**config.mk**
```make
export PLATFORM = sky130hd
export DESIGN_NAME = roast_heat_sequencer
export DESIGN_NICKNAME = d
export VERILOG_FILES = /design/src/rtl/rhs_pkg.sv /design/src/rtl/rhs_step.sv /design/src/rtl/roast_heat_sequencer.sv
export SDC_FILE = /design/constraint.sdc
export NUM_CORES = 1
export LEC_CHECK = 0
export BUFFER_PORTS_ARGS = -buffer_cell sky130_fd_sc_hd__buf_2
export CORE_AREA = 2 2 106 184
export DETAILED_ROUTE_END_ITERATION = 10
export DIE_AREA = 0 0 108 186
export PLACE_DENSITY = 0.65
export SETUP_SLACK_MARGIN = 0.3
export SLEW_MARGIN = 10
export SYNTH_ARGS = -nofsm -noshare
export SYNTH_HDL_FRONTEND = slang
export SYNTH_SLANG_ARGS = --single-unit
```
**constraint.sdc**
```tcl
create_clock -name i_clk -period 6.35 [get_ports i_clk]
set_input_delay 0.3175 -clock i_clk [delete_from_list [all_inputs] [get_ports i_clk]]
set_output_delay 0.3175 -clock i_clk [all_outputs]
set_load 0.1 [all_outputs]
```
**src/rtl/rhs_pkg.sv**
```systemverilog
// Shared types and constants for the roast heat sequencer.
// Holds register indexes, reset values and the state/config/result structs.
// No dependencies.
package rhs_pkg;

    localparam int TEMP_BITS = 13;
    localparam int STEP_BITS = 10;
    localparam int IDX_BITS  = 3;

    typedef logic [TEMP_BITS-1:0] t_temp;
    typedef logic [STEP_BITS-1:0] t_step;

    localparam logic [IDX_BITS-1:0] REG_TARGET       = 3'd0;
    localparam logic [IDX_BITS-1:0] REG_SWITCH_START = 3'd1;
    localparam logic [IDX_BITS-1:0] REG_COOLED       = 3'd2;
    localparam logic [IDX_BITS-1:0] REG_COOL_TRIM    = 3'd3;
    localparam logic [IDX_BITS-1:0] REG_FIRST_FAN    = 3'd4;
    localparam logic [IDX_BITS-1:0] REG_FAN_STEP     = 3'd5;
    localparam logic [IDX_BITS-1:0] REG_PURGE        = 3'd6;

    localparam t_temp RST_TARGET       = TEMP_BITS'(1072);
    localparam t_temp RST_SWITCH_START = TEMP_BITS'(631);
    localparam t_temp RST_COOLED       = TEMP_BITS'(360);
    localparam t_temp RST_COOL_TRIM    = TEMP_BITS'(1080);
    localparam t_temp RST_FIRST_FAN    = TEMP_BITS'(800);
    localparam t_step RST_FAN_STEP     = STEP_BITS'(120);
    localparam t_temp RST_PURGE        = TEMP_BITS'(880);

    typedef struct packed {
        t_temp target;
        t_temp switch_start;
        t_temp cooled;
        t_temp cool_trim;
        t_temp first_fan;
        t_step fan_step;
        t_temp purge;
    } t_cfg;

    typedef struct packed {
        logic  outtake;
        logic  intake;
        logic  barrel;
        logic  main;
        logic  smoke;
    } t_pins;

    typedef struct packed {
        logic  started;
        logic  cool_mode;
        logic  phase_smoke;
        logic  purged;
        logic  done;
        t_temp next_fan;
        t_pins pins;
        logic  link_ok;
    } t_state;

    typedef struct packed {
        t_pins pins;
        logic  short_pulse;
        logic  purge_pulse;
        logic  cooling;
        logic  finished;
        logic  link_check_ok;
    } t_result;

endpackage

```
**src/rtl/rhs_step.sv**
```systemverilog
// Next-state and result logic for one temperature word.
// Depends on rhs_pkg.
module rhs_step (
    input  rhs_pkg::t_state  i_state,
    input  rhs_pkg::t_cfg    i_cfg,
    input  rhs_pkg::t_temp   i_temp,
    output rhs_pkg::t_state  o_state,
    output rhs_pkg::t_result o_result
);

    logic [rhs_pkg::TEMP_BITS:0] fan_sum;
    rhs_pkg::t_state             st;
    logic                        short_req;
    logic                        purge_req;

    assign fan_sum = {1'b0, i_state.next_fan}
                   + (rhs_pkg::TEMP_BITS+1)'(i_cfg.fan_step);

    always_comb begin
        st        = i_state;
        short_req = 1'b0;
        purge_req = 1'b0;

        if (!st.started) begin
            st.started     = 1'b1;
            st.pins.barrel = 1'b1;
            st.pins.main   = 1'b1;
        end

        if (!st.done) begin
            if (i_temp >= st.next_fan) begin
                short_req      = 1'b1;
                st.pins.intake = 1'b0;
                st.next_fan    = fan_sum[rhs_pkg::TEMP_BITS] ? '1
                                 : fan_sum[rhs_pkg::TEMP_BITS-1:0];
            end

            if (i_temp >= i_cfg.purge && !st.purged) begin
                purge_req       = 1'b1;
                st.pins.intake  = 1'b0;
                st.pins.outtake = 1'b0;
                st.purged       = 1'b1;
            end

            if (st.cool_mode && i_temp <= i_cfg.cool_trim && i_temp > i_cfg.cooled) begin
                st.pins.smoke = 1'b0;
            end else if (st.cool_mode && i_temp <= i_cfg.cooled) begin
                st.pins = '0;
                st.done = 1'b1;
            end else if (i_temp >= i_cfg.target && !st.cool_mode) begin
                st.link_ok      = 1'b0;
                st.pins.main    = 1'b0;
                st.pins.smoke   = 1'b1;
                st.pins.outtake = 1'b1;
                st.pins.intake  = 1'b1;
                st.cool_mode    = 1'b1;
            end else if (i_temp >= i_cfg.switch_start && i_temp < i_cfg.target
                         && !st.cool_mode) begin
                st.pins.smoke  = st.phase_smoke;
                st.pins.main   = !st.phase_smoke;
                st.phase_smoke = !st.phase_smoke;
            end
        end
    end

    assign o_state                = st;
    assign o_result.pins          = st.pins;
    assign o_result.short_pulse   = short_req;
    assign o_result.purge_pulse   = purge_req;
    assign o_result.cooling       = st.cool_mode;
    assign o_result.finished      = st.done;
    assign o_result.link_check_ok = st.link_ok;

endmodule

```
**src/rtl/roast_heat_sequencer.sv**
```systemverilog
// Roast heat sequencer top level: handshakes, config registers, state, output stage.
// Depends on rhs_pkg and rhs_step.
// A result word is registered in the output register, or in the skid register while the output is stalled.
// Throughput: one word per cycle unless the skid register is full; the state update is a single registered pass.
// Under an output stall the skid register takes one more word, then ready drops.
// Reset (synchronous, active low) restores register defaults, sets the state to its reset values and clears valids.
module roast_heat_sequencer (
    input  logic        i_clk,
    input  logic        i_rst_n,
    input  logic        i_valid,
    output logic        o_ready,
    input  logic [12:0] i_temperature,
    output logic        o_valid,
    input  logic        i_ready,
    output logic        o_smoke_heater_on,
    output logic        o_main_heater_on,
    output logic        o_barrel_on,
    output logic        o_intake_fan_on,
    output logic        o_outtake_fan_on,
    output logic        o_short_pulse,
    output logic        o_purge_pulse,
    output logic        o_cooling,
    output logic        o_finished,
    output logic        o_link_check_ok,
    input  logic        psel,
    input  logic        penable,
    input  logic        pwrite,
    input  logic [4:0]  paddr,
    input  logic [31:0] pwdata,
    output logic [31:0] prdata,
    output logic        pready
);

    rhs_pkg::t_cfg    r_cfg;
    rhs_pkg::t_state  r_state;
    rhs_pkg::t_state  n_state;
    rhs_pkg::t_result n_result;
    rhs_pkg::t_result r_out;
    rhs_pkg::t_result r_skid;
    logic             r_out_v;
    logic             r_skid_v;
    logic             in_fire;
    logic             out_fire;
    logic             cfg_wr;
    logic [rhs_pkg::IDX_BITS-1:0] cfg_idx;

    assign pready   = 1'b1;
    assign cfg_idx  = paddr[4:2];
    assign cfg_wr   = psel && penable && pwrite && pready;
    assign o_ready  = !r_skid_v;
    assign in_fire  = i_valid && o_ready;
    assign out_fire = r_out_v && i_ready;

    rhs_step u_step (
        .i_state  (r_state),
        .i_cfg    (r_cfg),
        .i_temp   (rhs_pkg::t_temp'(i_temperature)),
        .o_state  (n_state),
        .o_result (n_result)
    );

    always_ff @(posedge i_clk) begin
        if (!i_rst_n) begin
            r_cfg.target       <= rhs_pkg::RST_TARGET;
            r_cfg.switch_start <= rhs_pkg::RST_SWITCH_START;
            r_cfg.cooled       <= rhs_pkg::RST_COOLED;
            r_cfg.cool_trim    <= rhs_pkg::RST_COOL_TRIM;
            r_cfg.first_fan    <= rhs_pkg::RST_FIRST_FAN;
            r_cfg.fan_step     <= rhs_pkg::RST_FAN_STEP;
            r_cfg.purge        <= rhs_pkg::RST_PURGE;
        end else if (cfg_wr) begin
            case (cfg_idx)
                rhs_pkg::REG_TARGET:       r_cfg.target       <= pwdata[rhs_pkg::TEMP_BITS-1:0];
                rhs_pkg::REG_SWITCH_START: r_cfg.switch_start <= pwdata[rhs_pkg::TEMP_BITS-1:0];
                rhs_pkg::REG_COOLED:       r_cfg.cooled       <= pwdata[rhs_pkg::TEMP_BITS-1:0];
                rhs_pkg::REG_COOL_TRIM:    r_cfg.cool_trim    <= pwdata[rhs_pkg::TEMP_BITS-1:0];
                rhs_pkg::REG_FIRST_FAN:    r_cfg.first_fan    <= pwdata[rhs_pkg::TEMP_BITS-1:0];
                rhs_pkg::REG_FAN_STEP:     r_cfg.fan_step     <= pwdata[rhs_pkg::STEP_BITS-1:0];
                rhs_pkg::REG_PURGE:        r_cfg.purge        <= pwdata[rhs_pkg::TEMP_BITS-1:0];
                default: ;
            endcase
        end
    end

    always_comb begin
        case (cfg_idx)
            rhs_pkg::REG_TARGET:       prdata = 32'(r_cfg.target);
            rhs_pkg::REG_SWITCH_START: prdata = 32'(r_cfg.switch_start);
            rhs_pkg::REG_COOLED:       prdata = 32'(r_cfg.cooled);
            rhs_pkg::REG_COOL_TRIM:    prdata = 32'(r_cfg.cool_trim);
            rhs_pkg::REG_FIRST_FAN:    prdata = 32'(r_cfg.first_fan);
            rhs_pkg::REG_FAN_STEP:     prdata = 32'(r_cfg.fan_step);
            rhs_pkg::REG_PURGE:        prdata = 32'(r_cfg.purge);
            default:                   prdata = '0;
        endcase
    end

    // first_fan write reloads the fan threshold straight away
    always_ff @(posedge i_clk) begin
        if (!i_rst_n) begin
            r_state.started     <= 1'b0;
            r_state.cool_mode   <= 1'b0;
            r_state.phase_smoke <= 1'b1;
            r_state.purged      <= 1'b0;
            r_state.done        <= 1'b0;
            r_state.next_fan    <= rhs_pkg::RST_FIRST_FAN;
            r_state.pins        <= '0;
            r_state.link_ok     <= 1'b1;
        end else if (cfg_wr && cfg_idx == rhs_pkg::REG_FIRST_FAN) begin
            r_state.next_fan <= pwdata[rhs_pkg::TEMP_BITS-1:0];
        end else if (in_fire) begin
            r_state <= n_state;
        end
    end

    always_ff @(posedge i_clk) begin
        if (!i_rst_n) begin
            r_out_v  <= 1'b0;
            r_skid_v <= 1'b0;
        end else begin
            if (out_fire || !r_out_v) begin
                r_out_v <= r_skid_v || in_fire;
            end
            if (in_fire && r_out_v && !out_fire) begin
                r_skid_v <= 1'b1;
            end else if (out_fire) begin
                r_skid_v <= 1'b0;
            end
        end
    end

    always_ff @(posedge i_clk) begin
        if (out_fire || !r_out_v) begin
            r_out <= r_skid_v ? r_skid : n_result;
        end
        if (in_fire && r_out_v && !out_fire) begin
            r_skid <= n_result;
        end
    end

    assign o_valid           = r_out_v;
    assign o_smoke_heater_on = r_out.pins.smoke;
    assign o_main_heater_on  = r_out.pins.main;
    assign o_barrel_on       = r_out.pins.barrel;
    assign o_intake_fan_on   = r_out.pins.intake;
    assign o_outtake_fan_on  = r_out.pins.outtake;
    assign o_short_pulse     = r_out.short_pulse;
    assign o_purge_pulse     = r_out.purge_pulse;
    assign o_cooling         = r_out.cooling;
    assign o_finished        = r_out.finished;
    assign o_link_check_ok   = r_out.link_check_ok;

`ifndef SYNTHESIS
    a_skid_needs_out: assert property (@(posedge i_clk) disable iff (!i_rst_n)
        r_skid_v |-> r_out_v)
        else $error("skid word held with output register empty");

    a_done_sticks: assert property (@(posedge i_clk) disable iff (!i_rst_n)
        r_state.done |=> r_state.done)
        else $error("done state cleared without reset");

    a_finished_all_off: assert property (@(posedge i_clk) disable iff (!i_rst_n)
        (o_valid && o_finished) |-> (r_out.pins == '0))
        else $error("finished word shows a level still on");

    a_cool_no_link: assert property (@(posedge i_clk) disable iff (!i_rst_n)
        r_state.cool_mode |-> !r_state.link_ok)
        else $error("link check allowed in cool mode");
`endif

endmodule
```
==> impl_metrics.json <==
{
  "status": "finished clean",
  "dieArea_sq_um": 20100,
  "cts.sinks": 134,
  "fin_skew_ns": 0.00978,
  "overflow": 0,
  "netlist_instances": 1022,
  "numCtsBuffers": 17,
  "postCtsSetupRepairBufs": 0,
  "r2r_cells": 10,
  "final-setup-viol-count": 0,
  "ys_ff_latch": 134,
  "finalCritPeriodShare_pct": 55.0,
  "setup_slack_ns": 2.86,
  "r2r_start": "r_state[7]$_SDFFE_PN0P_",
  "num_io_pins": 102,
  "period_minus_slack_ns": 3.49,
  "sw_frac_of_total_pct": 32.2,
  "grt_pass1_vias": 7466,
  "hp-class": "in2reg",
  "rsz0062_at_grt": "false",
  "first_pass_iters": 5,
  "irDropWorstVdd_mv": 0.166,
  "critPathMaxStageDelay_ns": 0.87,
  "clkPwrFrac_pct": 42.7,
  "synth_top_area_share_pct": 27.2,
  "nNetsFinal": 1209,
  "die_x_um": 108,
  "ant_nets": 0,
  "cts_resized": 0,
  "dp_slack_ns": 2.94,
  "path_common_cell": "buf_2",
  "antenna_found_initial": 0,
  "synth-main-ff-cell": "dfxtp_1",
  "critical_path_class": "in2out",
  "crit_arrival_ns": 3.18,
  "fmax_mhz": 286,
  "grt_usage_pct": 25.8,
  "fp.dieH_um": 186,
  "synth_cell_types": 71,
  "critPathSlowestCell": "nor2_1",
  "power_frac_seq_pct": 36.8,
  "clkLatencyLatePin_ns": 0.43,
  "syn-cell-area_sq_um": 8400,
  "post-route-drc-count": 0,
  "dp_hpwl_mm": 18.6,
  "start_util_pct": 45.2,
  "yosysTopAreaCell": "dfxtp_1",
  "worst_hold_slack_ns": 0.0814,
  "power_leakage_nw": 3.87,
  "dr.first_iter.drc_count": 394,
  "grt_max_degree": 75,
  "finalWeightedCongestion": 0.906,
  "diodes": 0,
  "area_growth_pct": 12.4,
  "grt_pass1_wl_mm": 39.1,
  "cts_tree": "done",
  "drt_wl_total_mm": 24.8,
  "worst-path-max-fanout": 29,
  "drive_gt1_share_pct": 12.2,
  "required_ns": 6.03,
  "rows": 66,
  "seq_area_frac_synth_pct": 34.3,
  "via_count": 7548,
  "end_kind": "output port",
  "cap_violations": 0,
  "cts.path.max_buffers": 2,
  "cts.clk_slew.worst_paths_ns": 0.06,
  "max-slew-margin-rel_pct": 25.0,
  "pwr-share-comb_pct": 20.6,
  "p_per_area_nw_per_um2": 264,
  "start_kind": "input port",
  "min_to": "r_skid_v$_SDFFE_PN0P_",
  "core-area_sq_um": 18600,
  "path_delay_family": "buffers and inverters",
  "power_mw": 2.49,
  "hold_viol": 0,
  "worstHoldPathCells": 2,
  "h-tree-depth": 4,
  "drt-vias-per-instance": 5.74,
  "p_switching_uw": 802,
  "r2r_slack_ns": 3.28,
  "worst_pin_slew_ns": 1.12,
  "finalMaxSlewViolations": 0,
  "wl_per_cell_um": 18.9,
  "crit_chain": "buf_2 -> clkinv_1 -> nor2_1 -> nand3_1 -> o221ai_1 -> buf_2",
  "p_int_mw": 1.69,
  "root_buffer": "clkbuf_16",
  "crit_buf_inv": 3,
  "tns_ns": 0,
  "avgSynthCellArea_sq_um": 8.22,
  "ys_warn_count": 0,
  "hold_buffers": 0,
  "synthArstFlopShare_pct": 0,
  "yosys-top-cells-area": "dfxtp_1, ha_1, nand2_1, edfxtp_1, a21oi_1",
  "io_buffers": 60,
  "synth-edff-count": 20,
  "min_from": "i_ready",
  "rr_endpoint": "r_state[7]$_SDFFE_PN0P_"
}
==> worst register-to-register path, stage by stage (launching register included) <==
cell       delay (ns)
dfxtp_1          0.36
inv_1            0.09
ha_1             0.27
o21ai_0          0.07
o21ai_0          0.23
o2111ai_1        0.29
a221o_1          0.41
a21boi_1         0.47
buf_4            0.27
nor2_1           0.11
a311o_1          0.40
==> worst max-delay path by stage <==
stage,startpoint,to,cells past startpoint
floorplan,paddr[2],prdata[0],5
global placement,paddr[3],prdata[8],6
detailed placement,paddr[3],prdata[8],6
CTS,paddr[3],prdata[8],6
global route,paddr[3],prdata[8],6
finish,paddr[3],prdata[8],6
==> placed cells by master, fill, tap and decap left out, types with 13 or more instances in the layout <==
master	instances
nand3_1	18
edfxtp_1	20
nor2_1	59
nor3_1	13
buf_2	60
o21ai_0	34
a31oi_1	13
inv_1	84
o211ai_1	27
ha_1	88
conb_1	20
mux2i_1	29
nand2_1	177
a21oi_1	105
dfxtp_1	114
clkbuf_16	17
==> metrics by stage <==
step           cell area (sq um)  util (%)  instances
2_1_floorplan               8470         -       1040
3_3_place_gp                8810      47.4       1282
3_5_place_dp                8810      47.4       1282
4_1_cts                     9440      50.8       1314
5_1_grt                     9440      50.8       1314
6_report                    9440      50.8       1314
==> sequential cells by signal, indices dropped and copies added, names as in the netlist <==
name / cells
o_short_pulse: 1
o_valid: 1
r_skid: 10
o_link_check_ok: 1
o_finished: 1
r_state: 24
o_outtake_fan_on: 1
r_skid_v: 1
o_main_heater_on: 1
o_purge_pulse: 1
o_barrel_on: 1
r_cfg: 88
o_cooling: 1
o_intake_fan_on: 1
o_smoke_heater_on: 1
==> area by class of cell <==
cell class / count / area, sq um
fill: 1828 / 9140
multi-input combinational: 753 / 4930
sequential: 134 / 2880
clock buffer: 18 / 429
timing repair buffer: 71 / 383
inverter: 86 / 323
tap: 238 / 298
clock inverter: 14 / 199
==> power groups by stage <==
stage          clock, mW  sequential [mW]  combinational (mW)
3_3_place_gp           0            0.933               0.503
5_1_grt             1.10            0.919               0.550
4_1_cts             1.08            0.915               0.510
6_report            1.06            0.915               0.512
3_5_place_dp           0            0.934               0.508
2_1_floorplan          0             1.01               0.322
==> per-layer routing <==
metal | global-route usage [%] | share of wire, % | vias up
met5 | 0 | 0 | -
met4 | 15.9 | 5.3 | 0
met3 | 2.77 | 3.5 | 77
met2 | 47.3 | 53 | 223
met1 | 27.8 | 38 | 3587
li1 | - | - | 3661
==> cells in the mapped netlist (7+ instances only) <==
master and n:
a211oi_1 7, a21o_1 9, a21oi_1 105, a31oi_1 13, buf_4 21, clkbuf_1 36
dfxtp_1 114, edfxtp_1 20, ha_1 88, inv_1 85, mux2_2 8, mux2i_1 29
nand2_1 177, nand3_1 18, nand4_1 10, nor2_1 59, nor2b_1 9, nor3_1 14
o211ai_1 27, o21a_1 8, o21ai_0 34, o31ai_1 7
==> kinds of logic (layout without fill, tap and decap cells) <==
logic type / Yosys count / in the layout / share of synthesized area, %
muxes: 42 / 42 / 5.87
other: 2 / 20 / 0.0894
DFF: 134 / 134 / 34.3
adders and majority gates: 89 / 89 / 13.3
AOI/OAI and AO/OA: 266 / 266 / 20.4
and+or+nand+nor: 327 / 327 / 17.1
buffers and inverters: 153 / 189 / 7.85
xor gates and xnor gates: 9 / 9 / 0.939
No activity file was read; power rests on OpenSTA's default activity.
